$ cat src/rtl/core/aio_pkg.sv
package aio_pkg;

    // Access kinds
    localparam logic OP_WRITE = 1'b0;
    localparam logic OP_READ  = 1'b1;

    // Port numbers
    localparam logic [7:0] PORT_ID         = 8'd0;
    localparam logic [7:0] PORT_BUTTONS    = 8'd1;
    localparam logic [7:0] PORT_DIP_AMOUNT = 8'd2;
    localparam logic [7:0] PORT_SHIFT_SND1 = 8'd3;
    localparam logic [7:0] PORT_SHIFT_DATA = 8'd4;
    localparam logic [7:0] PORT_SND2       = 8'd5;

    // Fixed values
    localparam logic [7:0] PORT0_VALUE = 8'h74;
    localparam logic [6:0] UFO_LIMIT   = 7'd100;

    typedef struct packed {
        logic       operation;
        logic [7:0] port;
        logic [7:0] write_data;
        logic [5:0] buttons;
    } t_req;

    typedef struct packed {
        logic [7:0] read_data;
        logic [8:0] sound_triggers;
    } t_rsp;

endpackage

$ cat src/rtl/core/aio_port_unit.sv
module aio_port_unit (
    input  logic          i_clk,
    input  logic          i_rst_n,
    input  logic          i_cfg_we,
    input  logic [7:0]    i_cfg_data,
    input  logic          i_req_accept,
    input  aio_pkg::t_req i_req,
    output aio_pkg::t_rsp o_rsp
);
    import aio_pkg::*;

    logic [7:0]  r_dip;
    logic [2:0]  r_shift_amount;
    logic [7:0]  r_shift_low;
    logic [7:0]  r_shift_high;
    logic [2:0]  r_port3_last;
    logic [4:0]  r_port5_last;
    logic [6:0]  r_ufo_count;

    logic [7:0]  n_shift_low;
    logic [7:0]  n_shift_high;
    logic [2:0]  n_shift_amount;
    logic [2:0]  n_port3_last;
    logic [4:0]  n_port5_last;
    logic [6:0]  n_ufo_count;

    logic [15:0] shifted;
    logic [2:0]  snd1_bits;
    logic [4:0]  snd2_bits;
    logic [7:0]  rd_data;
    logic [8:0]  trig;

    // Window of the shift pair selected by the amount
    assign shifted   = {r_shift_high, r_shift_low} << r_shift_amount;
    assign snd1_bits = i_req.write_data[3:1];
    assign snd2_bits = i_req.write_data[4:0];

    // Decode the request into a response and the next state
    always_comb begin
        rd_data        = '0;
        trig           = '0;
        n_shift_amount = r_shift_amount;
        n_shift_low    = r_shift_low;
        n_shift_high   = r_shift_high;
        n_port3_last   = r_port3_last;
        n_port5_last   = r_port5_last;
        n_ufo_count    = r_ufo_count;
        if (i_req.operation == OP_READ) begin
            unique case (i_req.port)
                PORT_ID:         rd_data = PORT0_VALUE;
                PORT_BUTTONS:    rd_data = {1'b0, i_req.buttons[5:3], 1'b0, i_req.buttons[2:0]};
                PORT_DIP_AMOUNT: rd_data = r_dip;
                PORT_SHIFT_SND1: rd_data = shifted[15:8];
                default:         rd_data = '0;
            endcase
        end else begin
            unique case (i_req.port)
                PORT_DIP_AMOUNT: n_shift_amount = i_req.write_data[2:0];
                PORT_SHIFT_SND1: begin
                    if (i_req.write_data[0]) begin
                        if (r_ufo_count == UFO_LIMIT) begin
                            trig[0]     = 1'b1;
                            n_ufo_count = '0;
                        end else begin
                            n_ufo_count = r_ufo_count + 7'd1;
                        end
                    end
                    trig[3:1]    = snd1_bits & ~r_port3_last;
                    n_port3_last = snd1_bits;
                end
                PORT_SHIFT_DATA: begin
                    n_shift_low  = r_shift_high;
                    n_shift_high = i_req.write_data;
                end
                PORT_SND2: begin
                    trig[8:4]    = snd2_bits & ~r_port5_last;
                    n_port5_last = snd2_bits;
                end
                default: ;
            endcase
        end
    end

    assign o_rsp.read_data      = rd_data;
    assign o_rsp.sound_triggers = trig;

    // Hold port state; advance it on each accepted request
    always_ff @(posedge i_clk) begin
        if (!i_rst_n) begin
            r_dip          <= '0;
            r_shift_amount <= '0;
            r_shift_low    <= '0;
            r_shift_high   <= '0;
            r_port3_last   <= '0;
            r_port5_last   <= '0;
            r_ufo_count    <= '0;
        end else begin
            if (i_cfg_we) begin
                r_dip <= i_cfg_data;
            end
            if (i_req_accept) begin
                r_shift_amount <= n_shift_amount;
                r_shift_low    <= n_shift_low;
                r_shift_high   <= n_shift_high;
                r_port3_last   <= n_port3_last;
                r_port5_last   <= n_port5_last;
                r_ufo_count    <= n_ufo_count;
            end
        end
    end

`ifndef SYNTH
    a_ufo_bounded: assert property (@(posedge i_clk) disable iff (!i_rst_n)
        r_ufo_count <= UFO_LIMIT)
        else $error("ufo counter passed its limit");

    a_read_keeps_state: assert property (@(posedge i_clk) disable iff (!i_rst_n)
        (i_req_accept && i_req.operation == OP_READ) |=>
            ($stable(r_shift_low) && $stable(r_shift_high) && $stable(r_ufo_count)
             && $stable(r_port3_last) && $stable(r_port5_last)))
        else $error("read request changed port state");

    a_ufo_fire_clears: assert property (@(posedge i_clk) disable iff (!i_rst_n)
        (i_req_accept && trig[0]) |=> (r_ufo_count == '0))
        else $error("ufo trigger without counter clear");
`endif

endmodule

$ cat src/rtl/core/arcade_io_ports_with_shifter_core.sv
// Channel   Direction  Handshake        Payload
// in        input      valid / stall    t_req: operation, port, write_data, buttons
// out       output     valid / stall    t_rsp: read_data, sound_triggers
// cfg       input      valid / ready    dip_switches byte
//
// One request per cycle unless stalled; its response is registered in result or skid.
// Decode, shifter and edge detection sit between the request and the result register.
// Synchronous active-low reset clears port state, dip switches and valid flags.
// A skid register takes one response while the output stalls; input stall is registered.
// Configuration writes are taken every cycle.
module arcade_io_ports_with_shifter_core (
    input  logic          i_clk,
    input  logic          i_rst_n,
    input  logic          i_in_valid,
    output logic          o_in_stall,
    input  aio_pkg::t_req i_in_req,
    output logic          o_out_valid,
    input  logic          i_out_stall,
    output aio_pkg::t_rsp o_out_rsp,
    input  logic          i_cfg_valid,
    output logic          o_cfg_ready,
    input  logic [7:0]    i_cfg_data
);
    import aio_pkg::*;

    logic  r_out_valid;
    t_rsp  r_out_rsp;
    logic  r_skid_valid;
    t_rsp  r_skid_rsp;
    logic  in_accept;
    logic  out_free;
    t_rsp  rsp;

    assign o_cfg_ready = 1'b1;
    assign o_in_stall  = r_skid_valid;
    assign in_accept   = i_in_valid && !r_skid_valid;
    assign out_free    = !r_out_valid || !i_out_stall;

    aio_port_unit u_port_unit (
        .i_clk        (i_clk),
        .i_rst_n      (i_rst_n),
        .i_cfg_we     (i_cfg_valid),
        .i_cfg_data   (i_cfg_data),
        .i_req_accept (in_accept),
        .i_req        (i_in_req),
        .o_rsp        (rsp)
    );

    // Load the result register, drain the skid first, park a response when stalled
    always_ff @(posedge i_clk) begin
        if (!i_rst_n) begin
            r_out_valid  <= 1'b0;
            r_skid_valid <= 1'b0;
        end else if (out_free) begin
            if (r_skid_valid) begin
                r_out_valid  <= 1'b1;
                r_skid_valid <= 1'b0;
            end else begin
                r_out_valid  <= in_accept;
            end
        end else if (in_accept) begin
            r_skid_valid <= 1'b1;
        end
    end

    // Payload registers
    always_ff @(posedge i_clk) begin
        if (out_free) begin
            r_out_rsp <= r_skid_valid ? r_skid_rsp : rsp;
        end else if (in_accept) begin
            r_skid_rsp <= rsp;
        end
    end

    assign o_out_valid = r_out_valid;
    assign o_out_rsp   = r_out_rsp;

`ifndef SYNTH
    a_skid_needs_out: assert property (@(posedge i_clk) disable iff (!i_rst_n)
        r_skid_valid |-> r_out_valid)
        else $error("skid holds a response while the output is empty");

    a_accept_yields_out: assert property (@(posedge i_clk) disable iff (!i_rst_n)
        in_accept |=> o_out_valid)
        else $error("accepted request produced no response");

    a_skid_only_on_stall: assert property (@(posedge i_clk) disable iff (!i_rst_n)
        $rose(r_skid_valid) |-> $past(r_out_valid && i_out_stall))
        else $error("skid filled without an output stall");
`endif

endmodule
$ cat config.mk
export PLATFORM = sky130hd
export DESIGN_NAME = arcade_io_ports_with_shifter_core
export DESIGN_NICKNAME = d
export VERILOG_FILES = /design/src/rtl/core/aio_pkg.sv /design/src/rtl/core/aio_port_unit.sv /design/src/rtl/core/arcade_io_ports_with_shifter_core.sv
export SDC_FILE = /design/constraint.sdc
export NUM_CORES = 1
export LEC_CHECK = 0
export BUFFER_PORTS_ARGS = -buffer_cell sky130_fd_sc_hd__buf_4
export CAP_MARGIN = 20
export CORE_UTILIZATION = 40
export CTS_CLUSTER_DIAMETER = 40
export DETAILED_ROUTE_END_ITERATION = 16
export HOLD_SLACK_MARGIN = 0.06
export MAX_ROUTING_LAYER = met4
export PLACE_DENSITY = 0.73
export SLEW_MARGIN = 10
export SYNTH_ARGS = -nofsm -noshare
export SYNTH_HDL_FRONTEND = slang
export SYNTH_HIERARCHICAL = 1
export SYNTH_SLANG_ARGS = --single-unit
$ cat constraint.sdc
create_clock -name i_clk -period 1.9 [get_ports i_clk]
set_input_delay 0.095 -clock i_clk [delete_from_list [all_inputs] [get_ports i_clk]]
set_output_delay 0.095 -clock i_clk [all_outputs]
set_load 0.02 [all_outputs]
==> reports/results.md <==
| Metric | This run |
|---|---|
| FP Rows | 35 |
| Area growth from synthesis to layout | 24.8% |
| Net count of the mapped netlist | 361 |
| Insertion delay to the later sink of the worst-skew pair | 0.35 ns |
| Pin count of the biggest net entering global routing | 29 |
| Master of the slowest instance on the critical path | sky130_fd_sc_hd__mux4_2 |
| Maximum vdd ir drop | 0.493 mV |
| Leakage power summed over all cells | 1.93 nW |
| Worst clock skew on the final layout | 0.0169 ns |
| Worst r2r dst | o_out_rsp[12] |
| Post-detailed-routing wire length | 8.18 mm |
| Synthesized instance count | 323 |
| Final routed DRC violation total | 0 |
| Met2 track demand over resource | 0.285 |
| Most frequent cells in the layout | 73 x sky130_fd_sc_hd__buf_4, 44 x sky130_fd_sc_hd__mux2i_1, 42 x sky130_fd_sc_hd__dfxtp_1, 34 x sky130_fd_sc_hd__edfxtp_1, 32 x sky130_fd_sc_hd__nor2_1 |
| Placeable core region | 9200 um^2 |
| Max Root-Sink Buffers | 2 |
| Max Cap Violations | 0 |
| Number of distinct library cell variants in the gate-level netlist after synthesis | 51 |
| Initial core utilization | 0.410 |
| Number of cells on the worst hold path | 3 |
| Die outline height | 99.1 um |
| Bufs and invs on worst path | 1 |
| Port bufs | 54 |
| Clk pin slew, worst setup/hold paths | 0.08 ns |
| Highest achievable clock rate | 0.546 GHz |
| Root Buffer Master | sky130_fd_sc_hd__clkbuf_8 |
| Delay-heaviest family, CP | multiplexers |
| Most frequent standard cell in the layout excluding fill and tap cells | sky130_fd_sc_hd__buf_4 |
| Fin nets | 444 |
| Area of all placed cells without fillers | 4710 um^2 |
| Maximum single-stage delay on the critical path | 0.52 ns |
| Startpoint of the lowest-slack register-to-register path | u_port_unit/r_shift_amount[0] |
| CP startpoint kind | flip-flop |
| Element type at the critical path end | flip-flop |
| Number of antenna violations at the first check in global routing | 0 |
| Wire length per cell | 15.7 um |
| Synthesis Warnings | 6 |
| Register-to-Register Path Depth | 5 |
| Seq cells post-synth | 77 |
| Routability congestion estimate | 0.934 |
| Met1 routing resource usage after global routing | 0.250 |
| Share of post-route cells with drive strength above 1 | 0.307 |
| Via count | 2781 |
| Cell area after technology mapping | 3770 um^2 |
| Number of global-route vias before repair | 2767 |
| Number of levels the H-tree was split into | 3 |
| Total power per unit cell area | 686 nW/um^2 |
| Detailed placer's ending HPWL | 5.86 mm |
| Clock tree from TritonCTS | done |
| Sequential element share of the synthesized area | 0.499 |
| Max Transition Viols Final | 0 |
| Reg2reg setup slack | 0.07 ns |
| Class of the tightest hold or removal check | input port to flip-flop |
| Total congestion overflow | 0 |
| Outcome | finished, final reports clean |
| First-pass GRT wire length | 13.7 mm |
| DRT iter0 DRCs | 158 |
| Clock period minus final worst setup slack | 1.83 ns |
| Crit Path Class | flip-flop to flip-flop |
| Placed Instance Area | 4350 um^2 |
| Die Footprint | 9820 um^2 |
| Detailed-routing iteration count for the pre-antenna-repair pass | 4 |
| Met3 track demand over resource | 0.0408 |
| End point of the most critical hold path | u_port_unit/r_shift_high[0] |
| Grt peak-use layer | met2 |
| Finish-stage setup viols | 0 |
| Clock sink count | 77 |
| Final Hold Violating Endpoints | 0 |
| CP max FO | 15 |
| Horiz. Die Dim | 99.1 um |
| WP data arrival | 1.93 ns |
| Number of antenna-violating nets in the routed design | 0 |
| Total inserted antenna cells | 0 |
| Per-instance average area after synthesis | 11.7 um^2 |
| Boundary Pins | 56 |
| Overall global routing resource usage | 0.186 |
| Final critical-path share of the clock period | 0.964 |
| Req. time, crit path | 2.00 ns |
| Total power | 0.00323 W |
| Tightest Pin Transition | 0.789 ns |
| Number of buffers created by CTS | 9 |
| Critical path cell sequence | buf_12, mux4_2, o22ai_1, nor3_1, mux2_4 |
| Max-Slew Margin vs Limit | 0.473 |
| Per-cell via count in the routed design | 5.33 |
| Worst Min Path Start | i_in_req[6] |
==> layer usage <==
metal	wire, um	up-vias
met3	349	4
met2	3710	83
met4	60	0
met5	0	-
met1	4050	1349
li1	-	1345
==> final cells by class <==
cell class | instances | area, um^2
tap | 111 | 139
timing repair buffer | 90 | 728
sequential | 77 | 1880
clock buffer | 9 | 124
multi-input combinational | 216 | 1730
fill | 806 | 4490
inverter | 12 | 45.0
clock inverter | 7 | 57.6
==> worst max path at each step <==
stage / from / endpoint / cells after the start
final: u_port_unit/r_shift_amount[0] / o_out_rsp[12] / 5
after global routing: u_port_unit/r_shift_amount[0] / o_out_rsp[12] / 5
after CTS: u_port_unit/r_shift_amount[0] / o_out_rsp[11] / 5
after detailed placement: u_port_unit/r_shift_amount[0] / o_out_rsp[11] / 5
after global placement: u_port_unit/r_shift_amount[0] / o_out_rsp[11] / 5
after floorplan: u_port_unit/r_shift_amount[0] / o_out_rsp[15] / 6
==> power breakdown <==
group | total, W | internal [W] | switching [W]
clock | 0.00114 | 0.000492 | 0.000648
sequential | 0.00178 | 0.00177 | 0.0000155
combinational | 0.000305 | 0.000152 | 0.000153
total | 0.00323 | 0.00241 | 0.000817
==> cell usage after synthesis (all sizes together) <==
cell	count	share of area
nand3	5	0.0066
nand2b	5	0.0083
or3b	2	0.0046
and2b	1	0.0020
nand2	27	0.028
mux2i	44	0.12
edfxtp	34	0.27
a31oi	2	0.0033
a21oi	4	0.0053
o21ai	6	0.0080
o211ai	5	0.010
ha	2	0.0066
a21boi	1	0.0020
mux2	18	0.063
o22ai	2	0.0033
and4bb	1	0.0033
clkbuf	6	0.0060
dfxtp	43	0.23
nor2b	4	0.0066
buf	12	0.026
a2bb2oi	1	0.0023
and3b	1	0.0023
or3	2	0.0033
nand4b	1	0.0023
a221o	4	0.011
nor2	33	0.034
mux4	6	0.036
and4b	2	0.0053
conb	1	0.00099
nor4b	4	0.017
nor3	4	0.0083
xor2	3	0.0070
or2	1	0.0017
inv	12	0.012
nor3b	9	0.019
nand4	7	0.013
a311o	2	0.0053
a22oi	2	0.0040
and3	2	0.0033
and4	2	0.0046
==> worst register-to-register path: cells and delay by family (launching register included) <==
kind | cells | cell delay [ns]
AO/OA/AOI/OAI | 1 | 0.17
flip-flops | 1 | 0.36
buffers and inverters | 1 | 0.16
multiplexers | 2 | 0.81
AND/OR/NAND/NOR | 1 | 0.09
==> cell families (layout without fill, tap and decap cells) <==
| group | after synthesis | after routing | synth area share |
|---|---|---|---|
| compound gates | 29 | 29 | 0.0541 |
| xor+xnor | 3 | 3 | 0.00697 |
| fa+ha+maj | 2 | 2 | 0.00663 |
| buf+inv | 30 | 118 | 0.0441 |
| flops | 77 | 77 | 0.499 |
| mux | 68 | 68 | 0.215 |
| other cells | 1 | 1 | 0.000994 |
| simple gates | 113 | 113 | 0.173 |
==> repair_timing <==
action | CTS | global route
setup endpoints to repair | 0 | 4
hold endpoints to repair | 23 | 0
setup buffers | 0 | 1
gates resized for setup | 0 | 2
hold buffers | 16 | 0
==> through the flow <==
step / TNS (ns) / setup slack, ns / utilization / hold WS (ns) / instances
CTS: 0 / 0.0760 / 0.510 / 0.0600 / 521
global placement: 0 / 0.107 / 0.473 / 0.328 / 489
finish: 0 / 0.0677 / 0.512 / 0.0744 / 522
detailed placement: 0 / 0.0761 / 0.473 / 0.340 / 489
global route: -0.00907 / -0.00907 / 0.512 / 0.0626 / 522
floorplan: 0 / 0.0161 / - / 0.234 / 323
==> flip-flops by register name, summed over array words and instances (netlist names), 3 cells and up <==
register	cells
u_port_unit/r_shift_amount	3
u_port_unit/r_ufo_count	7
u_port_unit/r_dip	8
u_port_unit/r_port3_last	3
r_skid_rsp	17
o_out_rsp	17
u_port_unit/r_port5_last	5
u_port_unit/r_shift_high	8
u_port_unit/r_shift_low	7
Power figures use the tool's default switching activity.
